==> config.mk <==
export PLATFORM = sky130hd
export DESIGN_NAME = windowed_step_rate_meter_core
export DESIGN_NICKNAME = d
export VERILOG_FILES = /design/src/wsrm_pkg.sv /design/src/wsrm_ctrl.sv /design/src/wsrm_dpath.sv /design/src/windowed_step_rate_meter_core.sv
export SDC_FILE = /design/constraint.sdc
export NUM_CORES = 1
export LEC_CHECK = 0
export ABC_AREA = 0
export ABC_CLOCK_PERIOD_IN_PS = 11950
export BUFFER_PORTS_ARGS = -buffer_cell sky130_fd_sc_hd__buf_4
export CORE_AREA = 2 2 262 264
export CTS_BUF_LIST = sky130_fd_sc_hd__clkbuf_4 sky130_fd_sc_hd__clkbuf_8 sky130_fd_sc_hd__clkbuf_16
export CTS_CLUSTER_SIZE = 28
export DETAILED_ROUTE_END_ITERATION = 12
export DIE_AREA = 0 0 264 266
export HOLD_SLACK_MARGIN = 0.05
export PLACE_DENSITY_LB_ADDON = 0.1
export SLEW_MARGIN = 20
export SYNTH_ARGS = -nofsm -noshare
export SYNTH_HDL_FRONTEND = slang
export SYNTH_SLANG_ARGS = --single-unit
==> constraint.sdc <==
create_clock -name clk -period 11.95 [get_ports clk]
set_clock_uncertainty 0.05 [all_clocks]
set_input_delay 0.5975 -clock clk [delete_from_list [all_inputs] [get_ports clk]]
set_output_delay 0.5975 -clock clk [all_outputs]
set_load 0.05 [all_outputs]
==> src/wsrm_pkg.sv <==
// Shared types and constants of the windowed step rate meter.
// Used by the controller, the datapath and the top level; no dependencies.
package wsrm_pkg;

    localparam int DEF_RING_DEPTH    = 16;
    localparam int TICKS_X16_PER_MIN = 960000;
    localparam int TICKS_W           = 20;
    localparam int CADENCE_W         = 16;
    localparam int TIME_W            = 32;
    localparam int CFG_INDEX_W       = 2;
    localparam int CFG_DATA_W        = 16;
    localparam int MIN_STRIKES_W     = 5;
    localparam int MIN_SPAN_W        = 16;

    localparam logic [CFG_INDEX_W-1:0] REG_MIN_STRIKES = 2'd0;
    localparam logic [CFG_INDEX_W-1:0] REG_MIN_SPAN    = 2'd1;

    localparam logic [MIN_STRIKES_W-1:0] MIN_STRIKES_RST = 5'd3;
    localparam logic [MIN_SPAN_W-1:0]    MIN_SPAN_RST    = 16'd600;

    // Commands from the controller to the datapath.
    typedef struct packed {
        logic accept;
        logic eval;
        logic div_step;
        logic emit;
    } wsrm_cmd_t;

    // Status from the datapath to the controller.
    typedef struct packed {
        logic reportable;
        logic div_last;
    } wsrm_stat_t;

endpackage

==> src/wsrm_ctrl.sv <==
// Sequencing state machine of the step rate meter.
// Depends on wsrm_pkg for the command and status types.
module wsrm_ctrl
    import wsrm_pkg::*;
(
    input  logic       clk,
    input  logic       rst_n,
    input  logic       in_valid,
    output logic       in_ready,
    output logic       out_valid,
    input  logic       out_ready,
    input  wsrm_stat_t stat,
    output wsrm_cmd_t  cmd
);

    localparam logic [1:0] ST_IDLE = 2'd0;
    localparam logic [1:0] ST_EVAL = 2'd1;
    localparam logic [1:0] ST_DIV  = 2'd2;
    localparam logic [1:0] ST_DONE = 2'd3;

    logic [1:0] state_reg;
    logic [1:0] state_next;
    logic       out_valid_reg;
    logic       out_valid_next;
    logic       out_free;

    assign out_free  = !out_valid_reg || out_ready;
    assign in_ready  = (state_reg == ST_IDLE);
    assign out_valid = out_valid_reg;

    always_comb
    begin
        state_next   = state_reg;
        cmd          = '0;
        unique case (state_reg)
            ST_IDLE:
            begin
                if (in_valid)
                begin
                    cmd.accept = 1'b1;
                    state_next = ST_EVAL;
                end
            end
            ST_EVAL:
            begin
                cmd.eval   = 1'b1;
                state_next = stat.reportable ? ST_DIV : ST_DONE;
            end
            ST_DIV:
            begin
                cmd.div_step = 1'b1;
                if (stat.div_last)
                begin
                    state_next = ST_DONE;
                end
            end
            ST_DONE:
            begin
                if (out_free)
                begin
                    cmd.emit   = 1'b1;
                    state_next = ST_IDLE;
                end
            end
            default:
            begin
                state_next = ST_IDLE;
            end
        endcase
    end

    always_comb
    begin
        out_valid_next = out_valid_reg;
        if (cmd.emit)
        begin
            out_valid_next = 1'b1;
        end
        else if (out_ready)
        begin
            out_valid_next = 1'b0;
        end
    end

    always_ff @(posedge clk or negedge rst_n)
    begin
        if (!rst_n)
        begin
            state_reg     <= ST_IDLE;
            out_valid_reg <= 1'b0;
        end
        else
        begin
            state_reg     <= state_next;
            out_valid_reg <= out_valid_next;
        end
    end

endmodule

==> src/wsrm_dpath.sv <==
// Datapath of the step rate meter: timestamp ring, counters, settings,
// a bit-serial restoring divider and the result register. Uses wsrm_pkg.
module wsrm_dpath
    import wsrm_pkg::*;
#(
    parameter int RING_DEPTH = DEF_RING_DEPTH
)
(
    input  logic                   clk,
    input  logic                   rst_n,
    input  wsrm_cmd_t              cmd,
    output wsrm_stat_t             stat,
    input  logic                   clear_all,
    input  logic [TIME_W-1:0]      strike_time_ms,
    input  logic                   cfg_valid,
    input  logic [CFG_INDEX_W-1:0] cfg_index,
    input  logic [CFG_DATA_W-1:0]  cfg_data,
    output logic [CADENCE_W-1:0]   cadence_x16,
    output logic                   cadence_valid,
    output logic [TIME_W-1:0]      total_steps
);

    localparam int SLOT_W     = $clog2(RING_DEPTH);
    localparam int CNT_W      = $clog2(RING_DEPTH + 1);
    localparam int CMP_W      = (CNT_W > MIN_STRIKES_W) ? CNT_W : MIN_STRIKES_W;
    localparam int NUM_MAX    = (RING_DEPTH - 1) * TICKS_X16_PER_MIN;
    localparam int NUM_W      = $clog2(NUM_MAX + 1);
    localparam int DIV_CNT_W  = $clog2(NUM_W);

    logic [TIME_W-1:0]        ring_mem [RING_DEPTH];

    logic [SLOT_W-1:0]        slot_reg;
    logic [SLOT_W-1:0]        slot_next;
    logic [CNT_W-1:0]         cnt_reg;
    logic [CNT_W-1:0]         cnt_next;
    logic [TIME_W-1:0]        total_reg;
    logic [TIME_W-1:0]        total_next;
    logic [MIN_STRIKES_W-1:0] min_strikes_reg;
    logic [MIN_SPAN_W-1:0]    min_span_reg;

    logic [CNT_W:0]           old_sum;
    logic [CNT_W:0]           old_wrap;
    logic [TIME_W-1:0]        ts_reg;
    logic [TIME_W-1:0]        oldest_reg;

    logic [TIME_W-1:0]        span;
    logic [MIN_STRIKES_W-1:0] need;
    logic [MIN_SPAN_W-1:0]    span_floor;
    logic [CNT_W-1:0]         cnt_m1;
    logic [CNT_W+TICKS_W-1:0] num_prod;

    logic [TIME_W-1:0]        span_reg;
    logic [TIME_W-1:0]        rem_reg;
    logic [NUM_W-1:0]         quot_reg;
    logic [DIV_CNT_W-1:0]     div_cnt_reg;
    logic                     report_reg;
    logic [TIME_W:0]          rem_shift;
    logic                     rem_ge;

    logic [CADENCE_W-1:0]     cadence_reg;
    logic                     valid_flag_reg;
    logic [TIME_W-1:0]        total_out_reg;
    logic [CADENCE_W-1:0]     cadence_sat;

    // Pointer and count updates for a strike; a clear empties the ring.
    always_comb
    begin
        slot_next  = (slot_reg == SLOT_W'(RING_DEPTH - 1)) ? '0 : slot_reg + SLOT_W'(1);
        cnt_next   = (cnt_reg == CNT_W'(RING_DEPTH)) ? cnt_reg : cnt_reg + CNT_W'(1);
        total_next = total_reg + TIME_W'(1);
        if (clear_all)
        begin
            slot_next  = '0;
            cnt_next   = '0;
            total_next = '0;
        end
        old_sum  = (CNT_W+1)'(slot_next) + (CNT_W+1)'(RING_DEPTH) - (CNT_W+1)'(cnt_next);
        old_wrap = (old_sum >= (CNT_W+1)'(RING_DEPTH)) ?
                   old_sum - (CNT_W+1)'(RING_DEPTH) : old_sum;
    end

    always_ff @(posedge clk)
    begin
        if (cmd.accept && !clear_all)
        begin
            ring_mem[slot_reg] <= strike_time_ms;
        end
    end

    always_ff @(posedge clk)
    begin
        if (cmd.accept)
        begin
            oldest_reg <= ring_mem[old_wrap[SLOT_W-1:0]];
            ts_reg     <= strike_time_ms;
        end
    end

    always_ff @(posedge clk or negedge rst_n)
    begin
        if (!rst_n)
        begin
            slot_reg        <= '0;
            cnt_reg         <= '0;
            total_reg       <= '0;
            min_strikes_reg <= MIN_STRIKES_RST;
            min_span_reg    <= MIN_SPAN_RST;
        end
        else
        begin
            if (cmd.accept)
            begin
                slot_reg  <= slot_next;
                cnt_reg   <= cnt_next;
                total_reg <= total_next;
            end
            if (cfg_valid)
            begin
                unique case (cfg_index)
                    REG_MIN_STRIKES: min_strikes_reg <= cfg_data[MIN_STRIKES_W-1:0];
                    REG_MIN_SPAN:    min_span_reg    <= cfg_data[MIN_SPAN_W-1:0];
                    default:         ;
                endcase
            end
        end
    end

    // Evaluation: span, reporting conditions and the dividend.
    always_comb
    begin
        span       = ts_reg - oldest_reg;
        need       = (min_strikes_reg < MIN_STRIKES_W'(2)) ? MIN_STRIKES_W'(2) : min_strikes_reg;
        span_floor = (min_span_reg == '0) ? MIN_SPAN_W'(1) : min_span_reg;
        cnt_m1     = cnt_reg - CNT_W'(1);
        num_prod   = (CNT_W+TICKS_W)'(cnt_m1) * (CNT_W+TICKS_W)'(TICKS_X16_PER_MIN);
        stat.reportable = (CMP_W'(cnt_reg) >= CMP_W'(need)) &&
                          (cnt_reg >= CNT_W'(2)) &&
                          (span >= TIME_W'(span_floor));
        stat.div_last   = (div_cnt_reg == DIV_CNT_W'(NUM_W - 1));
    end

    // One quotient bit per cycle, most significant first.
    assign rem_shift = {rem_reg, quot_reg[NUM_W-1]};
    assign rem_ge    = (rem_shift >= {1'b0, span_reg});

    always_ff @(posedge clk or negedge rst_n)
    begin
        if (!rst_n)
        begin
            div_cnt_reg <= '0;
            report_reg  <= 1'b0;
        end
        else if (cmd.eval)
        begin
            div_cnt_reg <= '0;
            report_reg  <= stat.reportable;
        end
        else if (cmd.div_step)
        begin
            div_cnt_reg <= div_cnt_reg + DIV_CNT_W'(1);
        end
    end

    always_ff @(posedge clk)
    begin
        if (cmd.eval)
        begin
            span_reg <= span;
            rem_reg  <= '0;
            quot_reg <= num_prod[NUM_W-1:0];
        end
        else if (cmd.div_step)
        begin
            rem_reg  <= rem_ge ? TIME_W'(rem_shift - {1'b0, span_reg}) : rem_shift[TIME_W-1:0];
            quot_reg <= {quot_reg[NUM_W-2:0], rem_ge};
        end
    end

    // The quotient saturates at the largest 16-bit cadence.
    assign cadence_sat = (|quot_reg[NUM_W-1:CADENCE_W]) ? '1 : quot_reg[CADENCE_W-1:0];

    always_ff @(posedge clk)
    begin
        if (cmd.emit)
        begin
            cadence_reg    <= report_reg ? cadence_sat : '0;
            valid_flag_reg <= report_reg;
            total_out_reg  <= total_reg;
        end
    end

    assign cadence_x16   = cadence_reg;
    assign cadence_valid = valid_flag_reg;
    assign total_steps   = total_out_reg;

endmodule

==> src/windowed_step_rate_meter_core.sv <==
// Windowed step rate meter, top level. Each input transfer carries either a
// foot strike timestamp in ms (tdata) or a clear command (tuser = 1). A strike
// is stored in a ring of the RING_DEPTH most recent timestamps, and every
// input transfer produces exactly one output transfer with the cadence in
// steps per minute times 16, a flag saying whether it is meaningful, and the
// wrapping step total since the last clear. The cadence is
// (stored - 1) * 960000 / (newest - oldest), truncated and saturated at 65535,
// and reads zero when too few strikes are stored or the span is shorter than
// min_span_ms. Items are handled one at a time, and the next item is taken only
// after the last one has reached the output register. A strike that can be
// reported passes the evaluation state and then the bit-serial restoring
// divider, which retires one quotient bit per cycle from a dividend of NUM_W
// bits (24 bits at the default depth of 16). A clear or an unreportable strike
// skips the divider and goes from evaluation straight to the output register.
// The output register decouples the two sides, so the next item is taken
// while a finished result still waits; a second finished result holds the
// controller until the first one has been transferred. Settings are written
// through the cfg channel, which is always ready and must only be used while
// idle.
module windowed_step_rate_meter_core
    import wsrm_pkg::*;
#(
    parameter int RING_DEPTH = DEF_RING_DEPTH
)
(
    input  logic                   clk,
    input  logic                   rst_n,
    // Input stream.
    input  logic                   s_axis_tvalid,
    output logic                   s_axis_tready,
    input  logic [31:0]            s_axis_tdata,   // [31:0] strike_time_ms
    input  logic                   s_axis_tuser,   // [0] clear_all
    // Output stream.
    output logic                   m_axis_tvalid,
    input  logic                   m_axis_tready,
    output logic [47:0]            m_axis_tdata,   // [15:0] cadence_x16, [47:16] total_steps
    output logic                   m_axis_tuser,   // [0] cadence_valid
    // Settings write channel.
    input  logic                   cfg_valid,
    output logic                   cfg_ready,
    input  logic [CFG_INDEX_W-1:0] cfg_index,
    input  logic [CFG_DATA_W-1:0]  cfg_data
);

    wsrm_cmd_t            cmd;
    wsrm_stat_t           stat;
    logic [CADENCE_W-1:0] cadence_x16;
    logic [TIME_W-1:0]    total_steps;

    // Settings are plain register writes and never stall.
    assign cfg_ready = 1'b1;

    wsrm_ctrl u_ctrl
    (
        .clk       (clk),
        .rst_n     (rst_n),
        .in_valid  (s_axis_tvalid),
        .in_ready  (s_axis_tready),
        .out_valid (m_axis_tvalid),
        .out_ready (m_axis_tready),
        .stat      (stat),
        .cmd       (cmd)
    );

    wsrm_dpath #(
        .RING_DEPTH (RING_DEPTH)
    ) u_dpath
    (
        .clk            (clk),
        .rst_n          (rst_n),
        .cmd            (cmd),
        .stat           (stat),
        .clear_all      (s_axis_tuser),
        .strike_time_ms (s_axis_tdata),
        .cfg_valid      (cfg_valid),
        .cfg_index      (cfg_index),
        .cfg_data       (cfg_data),
        .cadence_x16    (cadence_x16),
        .cadence_valid  (m_axis_tuser),
        .total_steps    (total_steps)
    );

    assign m_axis_tdata = {total_steps, cadence_x16};

endmodule

# Word-level counts from Yosys, hierarchy flattened
# Memory sizes are Yosys's and may differ from the RTL's. A register that Yosys moved wholly into a read port is not among the register bits.
# Cells that the tools add are included.
# word_totals
ramBits	512
in_bits	56
wordCells	89
reg_bits	240
n_memories	1
output_inout_bits	52
# mem_list
name	words	width	read_ports	rd_ports_with_merged_regs	wr	line	source
u_dpath.ring_mem	16	32	1	1	1	wsrm_dpath.sv:30	logic [TIME_W-1:0] ring_mem [RING_DEPTH];
# classes
multipliers	1
add_sub_neg	10
reduce_logical	15
order_cmp	6
n_eq_ne	10
muxes	29
# ops
operator	count
$mux W32	2
$sub A32 B32 Y32	2
$mux W24	2
$ge A33 B32 Y1	1
$add A32 B1 Y32 const B	1
$ge A32 B16 Y1	1
$mux W16	2
$mux W5	5
$logic_not A16 Y1	1
$mul A5 B11 Y15 const B	1
$mux W4	3
$mux W1	11
$add A5 B1 Y5 const B	2
$eq A5 B5 Y1 const B	2
$pmux W2 S4	1
$reduce_or A8 Y1	1
$add A4 B5 Y6 const B	1
$ge A6 B5 Y1 const B	1
$mux W2	3
$sub A6 B5 Y6	1
$ge A5 B2 Y1 const B	1
$ge A5 B5 Y1	1
$lt A5 B2 Y1 const B	1
$sub A5 B1 Y5 const B	1
other kinds (14)	23

# Longest topological paths before layout
# Gate-level depths: netlist (run 1).
# logic_depth
depth_word	7
depth_mapped	22
depth_no_buf	22

# Hierarchy
# Synthesis (run 1) repeated with hierarchy kept, for this count alone.
# hier_totals
cells_unflattened	2221
hier_area_um2	34984.8
# modules_own_cells
mod	cells_per_inst	seq_area_each_um2	area_each_um2	instances
wsrm_dpath	2197	22709.3	34722.1	1
wsrm_ctrl	22	75.1	251.5	1
windowed_step_rate_meter_core	2	0.0	11.3	1

# Least setup slack after synthesis (run 1)
# OpenSTA, ideal clock, no wires.
# synth_timing
path_type	register to register
from	register u_ctrl.state_reg[0]
to	memory u_dpath.ring_mem[15][0] (enable)
required_ps	11399
path_buffers	3
setup_ps	501
stages_incl_launch_ff	8
synth_period_minus_slack_ps	5474
t_arrival_ps	4922
path_slack_ps	6476
cell_sequence	dfrtp_1 -> inv_1 -> ha_1 -> nand2_1 -> clkbuf_1 -> buf_1 -> clkbuf_1 -> nor4_1
# synth_via
elab_chain_len	5
# synth_lines
element	line	source
from (decl)	wsrm_ctrl.sv:21	logic [1:0] state_reg;
from (signal assigned)	wsrm_ctrl.sv:94	state_reg <= state_next;
$logic_not A2 Y1	n/a	
via s_axis_tready	windowed_step_rate_meter_core.sv:30	output logic s_axis_tready,
$mux W1	wsrm_ctrl.sv:35	unique case (state_reg)
$logic_and A1 B1 Y1	wsrm_dpath.sv:84	if (cmd.accept && !clear_all)
$mux W1	wsrm_dpath.sv:84	
$mux W1 (implied by the code)	wsrm_dpath.sv:86	ring_mem[slot_reg] <= strike_time_ms;
to (decl)	wsrm_dpath.sv:30	
# The timed path passes the listed nets, and every way through them passes these cells.

# Final worst setup path (run 1)
# layout_timing
from	register u_dpath.cnt_reg[0]
to	register u_dpath.oldest_reg[20], read port of u_dpath.ring_mem (data pin)
# layout_via
elab_chain_len	6
elab_cells_between_ends	8
cone_classes	add/sub: 3; order compare: 1; eq/ne: 1; mux: 3
# layout_lines
element	line	source
from (decl)	wsrm_dpath.sv:34	logic [CNT_W-1:0] cnt_reg;
from (signal assigned)	wsrm_dpath.sv:114	cnt_reg <= cnt_next;
$add A5 B1 Y5 or $eq A5 B5 Y1 (tied branches)	wsrm_dpath.sv:69	cnt_next = (cnt_reg == CNT_W'(RING_DEPTH)) ? cnt_reg : cnt_reg + CNT_W'(1);
$mux W5 (*)	wsrm_dpath.sv:69	
$mux W5 (*)	wsrm_dpath.sv:71	if (clear_all)
via u_dpath.cnt_next[1]	wsrm_dpath.sv:35	logic [CNT_W-1:0] cnt_next;
$sub A6 B5 Y6 (*)	wsrm_dpath.sv:77	old_sum = (CNT_W+1)'(slot_next) + (CNT_W+1)'(RING_DEPTH) - (CNT_W+1)'(cnt_next);
$ge A6 B5 Y1 or $sub A4 B1 Y4 (tied branches)	wsrm_dpath.sv:78, wsrm_dpath.sv:79	
$mux W4 (*)	wsrm_dpath.sv:78	old_wrap = (old_sum >= (CNT_W+1)'(RING_DEPTH)) ?
to (decl)	wsrm_dpath.sv:44	logic [TIME_W-1:0] oldest_reg;
# The timed path passes the listed nets; every way through them passes the cells marked *.
# A chain may end at the register's enable or synchronous reset.

==> results of run 1 <==
==> power by group through the flow <==
stage / combinational [W] / clock (W) / sequential [W]
final: 0.00563 / 0.00256 / 0.00371
after global routing: 0.00625 / 0.00272 / 0.00374
after CTS: 0.00569 / 0.00262 / 0.00371
after detailed placement: 0.00566 / 0 / 0.00377
after global placement: 0.00559 / 0 / 0.00376
after floorplan: 0.00423 / 0 / 0.00384
==> cells in the mapped netlist, drive strengths merged (10+ instances only) <==
cell type and number:
a211oi 19, a31oi 16, edfxtp 672, nand3 28, and3 13, mux2i 14
a21o 29, nor4 10, nor2 106, o211ai 12, ha 129, clkbuf 76
nand4 18, nor2b 13, mux2 23, o21a 22, xor2 27, fa 10
nand2b 21, mux4 160, nor3 25, xnor2 56, o21ai 91, dfxtp 41
dfrtp 65, a21oi 88, nand2 149, inv 135, a311oi 24, and2 26
==> routing by layer <==
| layer | up-vias | wire length [um] | track usage (%) | share of wire (%) |
|---|---|---|---|---|
| li1 | 8867 | - | - | - |
| met1 | 9875 | 33800 | 31.0 | 43 |
| met2 | 508 | 38300 | 37.4 | 49 |
| met3 | 96 | 4150 | 3.53 | 5.3 |
| met4 | 2 | 1670 | 6.73 | 2.1 |
| met5 | - | 8 | 0 | 0.010 |
==> worst max path at each step <==
stage / slack (ns) / cells past startpoint / start / endpoint
2_1_floorplan: 6.48 / 7 / u_ctrl.state_reg[0] / u_dpath.ring_mem[15][0]
3_3_place_gp: 6.46 / 10 / u_dpath.cnt_reg[0] / u_dpath.oldest_reg[31]
3_5_place_dp: 6.41 / 10 / u_dpath.cnt_reg[0] / u_dpath.oldest_reg[20]
4_1_cts: 6.39 / 10 / u_dpath.cnt_reg[0] / u_dpath.oldest_reg[20]
5_1_grt: 6.39 / 19 / u_dpath.cnt_reg[0] / u_dpath.quot_reg[22]
6_report: 6.80 / 10 / u_dpath.cnt_reg[0] / u_dpath.oldest_reg[20]
==> metrics by stage <==
stage / instances / total power, W / hold WS [ns] / utilization (%) / worst slack, ns
floorplan: 2226 / 0.00808 / 0.252 / - / 6.48
global placement: 3158 / 0.00935 / 0.427 / 53.9 / 6.46
detailed placement: 3158 / 0.00942 / 0.428 / 53.9 / 6.41
CTS: 3311 / 0.0120 / 0.0817 / 57.9 / 6.39
global route: 3313 / 0.0127 / 0.132 / 58.0 / 6.39
finish: 3313 / 0.0119 / 0.0396 / 58.0 / 6.80
==> cell families after synthesis <==
kind of cell | synth area share [%]
AO/OA/AOI/OAI | 6.83
flip-flops | 65.8
multiplexers | 11.6
adder cells (fa/ha/maj) | 5.24
AND/OR/NAND/NOR | 6.04
buffers and inverters | 2.40
XOR/XNOR | 2.10
other | 0.0108
==> critical path: cells and delay by family (launching register included) <==
kind | cells | cell delay (ns)
multiplexers | 3 | 1.09
AND/OR/NAND/NOR | 2 | 0.41
flip-flops | 1 | 0.47
buffers and inverters | 3 | 1.21
adder cells (fa/ha/maj) | 2 | 1.57
==> area by class of cell <==
class | count | area, um2 | share of cell area, %
timing repair buffer | 135 | 1030 | 2.62
clock buffer | 108 | 2320 | 5.92
antenna | 1 | 2.50 | 0.00637
multi-input combinational | 1222 | 11100 | 28.2
tap | 882 | 1100 | 2.81
sequential | 784 | 22800 | 58.0
clock inverter | 45 | 429 | 1.09
inverter | 136 | 512 | 1.30
==> impl_metrics.csv, run 1 <==
group,metric,value,unit
status,outcome,"complete, no violations",
route,first_iter_violations,1567,
placement,hpwl,46700,um
floorplan,pin_count,108,
sta,max_freq,194,MHz
finish,fillers,5272,
pwr,p_sw,0.00432,W
logic_synthesis,syn_inst,2226,
pwr,clockPowerShare,21.5,%
sta,period_minus_slack,5.15,ns
route,wire_per_inst,23.5,um
sta,slew_headroom,25.5,%
grt,grt_pass1_vias,19580,
logic_synthesis,async_flop_share,9.06,%
run,cap_violations,0,
logic_synthesis,synth.avg_cell_area,15.6,um2
sta,period_share,43.1,%
worst_setup_path,start_kind,"flop",
worst_setup_path,rrSetupSlack,6.80,ns
pwr,peakVddDrop,336,uV
placement,post_dp_cell_area,36500,um2
worst_setup_path,worst-path-max-fanout,64,
grt,grt-ovfl-total,0,
logic_synthesis,synth_nets,2421,
cts,cts.sinks,784,
floorplan,dieArea,70200,um2
cts,insertion_delay,0.63,ns
grt,grt_max_degree,86,
worst_setup_path,cp_cell_sequence,"inv_1 > ha_1 > and3_1 > mux2i_1 > or2_2 > inv_1 > fa_4 > buf_4 > mux4_2 > mux4_2",
finish,regMostFlops,"u_dpath.ring_mem",
sta,tns,0,ns
logic_synthesis,ys_seq_area_share,65.8,%
logic_synthesis,synth-edff-count,672,
sta,setup_viol,0,
worst_setup_path,rr_endpoint,"u_dpath.oldest_reg[20]",
cts,postCtsHoldBufs,0,
logic_synthesis,ys_warn_count,0,
logic_synthesis,synth_ff_type,"edfxtp_1",
pwr,p_per_area,303,nW/um2
worst_setup_path,critPathCaptureType,"flop",
worst_setup_path,reg2reg_depth,10,
finish,design_area,39300,um2
route,vias,19348,
cts,numCtsBuffers,83,
cts,cts-root-buf,"clkbuf_16",
pwr,switching_share,36.3,%
sta,tightest_slew,1.12,ns
placement,port_buffers,106,
floorplan,rows,96,
route,post_drt_via_cell_ratio,5.84,
logic_synthesis,synth_area,34600,um2
logic_synthesis,ys_types,73,
grt,track_usage,22.5,%
sta,hold_viol,0,
sta,rsz0062_at_grt,"no",
logic_synthesis,ys_ff_latch,784,
pwr,pwr-share-comb,47.3,%
floorplan,dieWidth,264,um
pwr,p_int,0.00758,W
worst_setup_path,crit_type,"reg -> reg",
worst_hold_path,min_path_type,"in -> async",
finish,area_growth,13.4,%
logic_synthesis,synth_top_cell_by_area,"edfxtp_1",
route,drc_errors,0,
floorplan,die_y,266,um
route,firstDrtPassIters,5,
worst_setup_path,r2r-start,"u_dpath.cnt_reg[0]",
finish,nets,2557,
cts,cts_tree,"built",
floorplan,start_util,51.1,%
pwr,seqPwrFrac,31.2,%
finish,final_common_cell,"edfxtp_1",
cts,cts-resized-gates,0,
placement,gp_congestion,0.841,
finish,drive_gt1_share,20.7,%
logic_synthesis,synth_top_cell_area_share,58.3,%
floorplan,core_area,67700,um2
grt,antenna_found_initial,2,
cts,cts_setup_buffers,0,
cts,cts_buffer_depth,3,
worst_setup_path,critPathArrivalTime,5.46,ns
route,detail-route-antenna-nets,0,
grt,grt_pass1_wl,119000,um
worst_setup_path,cp_data_required_time,12.26,ns
cts,h-tree-depth,3,
worst_setup_path,critPathSlowestCell,"fa_4",
worst_setup_path,cp_slowest_stage_delay,1.27,ns
finish,largest_reg_flops,512,
sta,slew_violations,0,
cts,clk_pin_slew,0.05,ns
route,drt-total-wl,78000,um
logic_synthesis,synth_area_leaders,"edfxtp_1 58%, mux4_2 10%, dfrtp_1 4.7%",
pwr,leakagePower,14.2,nW
finish,final_cell_mix,"672 x edfxtp_1, 160 x mux4_2, 148 x nand2_1, 135 x inv_1, 133 x buf_4",
Note: power is estimated with default switching activity, not from simulation.
==> inputs of run 2 (changes only) <==
--- a/config.mk
+++ b/config.mk
@@ -6,7 +6,7 @@
 export NUM_CORES = 1
 export LEC_CHECK = 0
 export ABC_AREA = 0
-export ABC_CLOCK_PERIOD_IN_PS = 11950
+export ABC_CLOCK_PERIOD_IN_PS = 5250
 export BUFFER_PORTS_ARGS = -buffer_cell sky130_fd_sc_hd__buf_4
 export CORE_AREA = 2 2 262 264
 export CTS_BUF_LIST = sky130_fd_sc_hd__clkbuf_4 sky130_fd_sc_hd__clkbuf_8 sky130_fd_sc_hd__clkbuf_16
==> constraint.sdc (replaced) <==
create_clock -name clk -period 5.25 [get_ports clk]
set_clock_uncertainty 0.05 [all_clocks]
set_input_delay 0.2625 -clock clk [delete_from_list [all_inputs] [get_ports clk]]
set_output_delay 0.2625 -clock clk [all_outputs]
set_load 0.05 [all_outputs]
==> run 2 against run 1 <==
- register-to-register slack lost 6.4 ns
- critical endpoint is now u_dpath.quot_reg[23]
- combinational power up 130%
- largest cell class unchanged
- global-route usage increased by 0.30 points
- via count is 1.2% higher
==> impl_metrics.csv, run 2 (synthesis gave the netlist of run 1 again) <==
group,metric,value,unit
status,outcome,"complete, no violations",
route,drt-total-wl,78600,um
worst_setup_path,cp_data_required_time,5.56,ns
sta,max_freq,207,MHz
cts,insertion_delay,0.63,ns
cts,cts-root-buf,"clkbuf_16",
cts,cts.sinks,784,
floorplan,dieWidth,264,um
finish,drive_gt1_share,20.2,%
route,post_drt_via_cell_ratio,5.81,
route,wire_per_inst,23.3,um
worst_setup_path,crit_type,"reg -> reg",
grt,grt_pass1_vias,20014,
run,cap_violations,0,
sta,setup_viol,0,
pwr,leakagePower,14.4,nW
worst_setup_path,cp_num_buf_inv,2,
sta,rsz0062_at_grt,"no",
route,vias,19584,
worst_setup_path,cp_cell_sequence,"inv_1 > ha_1 > nand2_1 > xnor2_1 > ha_1 > inv_1 > ha_1 > ha_1 > ha_1 > a21o_1 > a21o_1 > a21oi_1 > o21bai_1 > a31o_2 > a211oi_1 > o21bai_1 > a21oi_1 > xnor2_1 > o21ai_0",
worst_setup_path,worst-path-max-fanout,7,
finish,finalNonFillerCells,3372,
route,firstDrtPassIters,5,
grt,grt_max_degree,77,
cts,numCtsBuffers,83,
route,first_iter_violations,1706,
finish,largest_reg_flops,512,
finish,regMostFlops,"u_dpath.ring_mem",
sta,slew_violations,0,
placement,hpwl,48600,um
worst_setup_path,worst_path_most_repeated_cell,"ha_1",
route,detail-route-antenna-nets,0,
cts,clk_pin_slew,0.06,ns
worst_hold_path,min_path_type,"in -> reg",
finish,nets,2622,
floorplan,rows,96,
cts,h-tree-depth,3,
floorplan,core_area,67700,um2
sta,period_share,92.2,%
floorplan,pin_count,108,
placement,place_inst,3165,
grt,antenna_found_initial,1,
pwr,p_per_area,686,nW/um2
finish,area_growth,15.2,%
sta,tns,0,ns
floorplan,dieArea,70200,um2
worst_setup_path,cp_top_family,"compound AO/OA/AOI/OAI gates",
grt,track_usage,22.8,%
floorplan,start_util,51.1,%
pwr,peakVddDrop,738,uV
sta,period_minus_slack,4.84,ns
worst_setup_path,critPathCaptureType,"flop",
grt,grt-ovfl-total,0,
worst_setup_path,cp_slowest_stage_delay,0.52,ns
sta,hold_viol,0,
cts,cts-resized-gates,0,
worst_setup_path,critPathSlowestCell,"xnor2_1",
placement,port_buffers,106,
floorplan,die_y,266,um
cts,cts_tree,"built",
cts,cts_setup_buffers,0,
sta,tightest_slew,1.12,ns
finish,final_common_cell,"edfxtp_1",
sta,hold_ws,0.180,ns
placement,gp_congestion,0.875,
route,drc_errors,0,
worst_setup_path,critPathArrivalTime,5.15,ns
finish,final_cell_mix,"672 x edfxtp_1, 160 x mux4_2, 148 x nand2_1, 137 x buf_4, 135 x inv_1",
worst_setup_path,start_kind,"flop",
grt,grt_pass1_wl,122000,um
finish,antennaDiodeCount,0,
sta,slew_headroom,25.4,%
pwr,total_power,0.0273,W
cts,cts_buffer_depth,3,
run 2: changes by cell type in the layout (fill, tap and decap cells not counted), moves of 2 or more:
cell	change
clkbuf_4	-6
bufinv_16	+2
clkinv_2	+5
clkbuf_16	-3
buf_12	+3
clkbuf_8	+2
clkinv_4	-2
dlygate4sd3_1	+59
buf_4	+4
run 2: power breakdown:
group / total (W) / leakage (nW) / switching (W) / internal (W)
Sequential: 0.00845 / 7.36 / 0.000452 / 0.00800
Combinational: 0.0132 / 5.75 / 0.00717 / 0.00598
Clock: 0.00575 / 1.33 / 0.00238 / 0.00337
Total: 0.0273 / 14.4 / 0.0100 / 0.0173
run 2: final timing paths:
path | slack [ns] | to | from | depth (start not counted)
min in group asynchronous | 0.27 | u_dpath.total_reg[13] | rst_n | 2
worst min-delay path | 0.18 | u_ctrl.state_reg[1] | s_axis_tvalid | 4
worst min register to register | 0.43 | u_dpath.rem_reg[7] | u_dpath.rem_reg[6] | 2
max in group asynchronous | 4.21 | u_dpath.min_span_reg[15] | rst_n | 2
worst max register to register | 0.41 | u_dpath.quot_reg[23] | u_dpath.cnt_reg[0] | 19
worst max-delay path | 0.41 | u_dpath.quot_reg[23] | u_dpath.cnt_reg[0] | 19
run 2: cell type report:
cell class / count / area, um2
fill: 5233 / 27900
clock inverter: 47 / 443
timing repair buffer: 200 / 1700
multi-input combinational: 1222 / 11100
sequential: 784 / 22800
inverter: 136 / 512
tap: 882 / 1100
clock buffer: 101 / 2230
run 2: metrics by stage:
| step | cell area (um2) | setup WS, ns | util [%] |
|---|---|---|---|
| 2_1_floorplan | 34600 | 0.649 | - |
| 5_1_grt | 39900 | 0.0884 | 58.9 |
| 6_report | 39900 | 0.409 | 58.9 |
| 4_1_cts | 39900 | 0.418 | 58.8 |
| 3_3_place_gp | 36600 | 0.638 | 54.0 |
| 3_5_place_dp | 36600 | 0.445 | 54.0 |
run 2: timing repair:
item	4_1_cts	5_1_grt
endpoints found under the setup margin	0	0
hold endpoints to repair	644	0
hold buffers	59	0
run 2: per-layer routing:
layer  global-route usage [%]  vias to the layer above  part of all wire [%]
li1                         -                     9002                     -
met1                     32.2                     9985                    44
met2                     37.9                      487                    49
met3                     3.10                      108                   4.5
met4                     5.62                        2                   2.0
met5                        0                        -                 0.014
run 2: tightest hold or removal path: stages:
cell and delay [ns]:
buf_4 0.12, inv_1 0.09, a222oi_1 0.17, o21ai_0 0.17
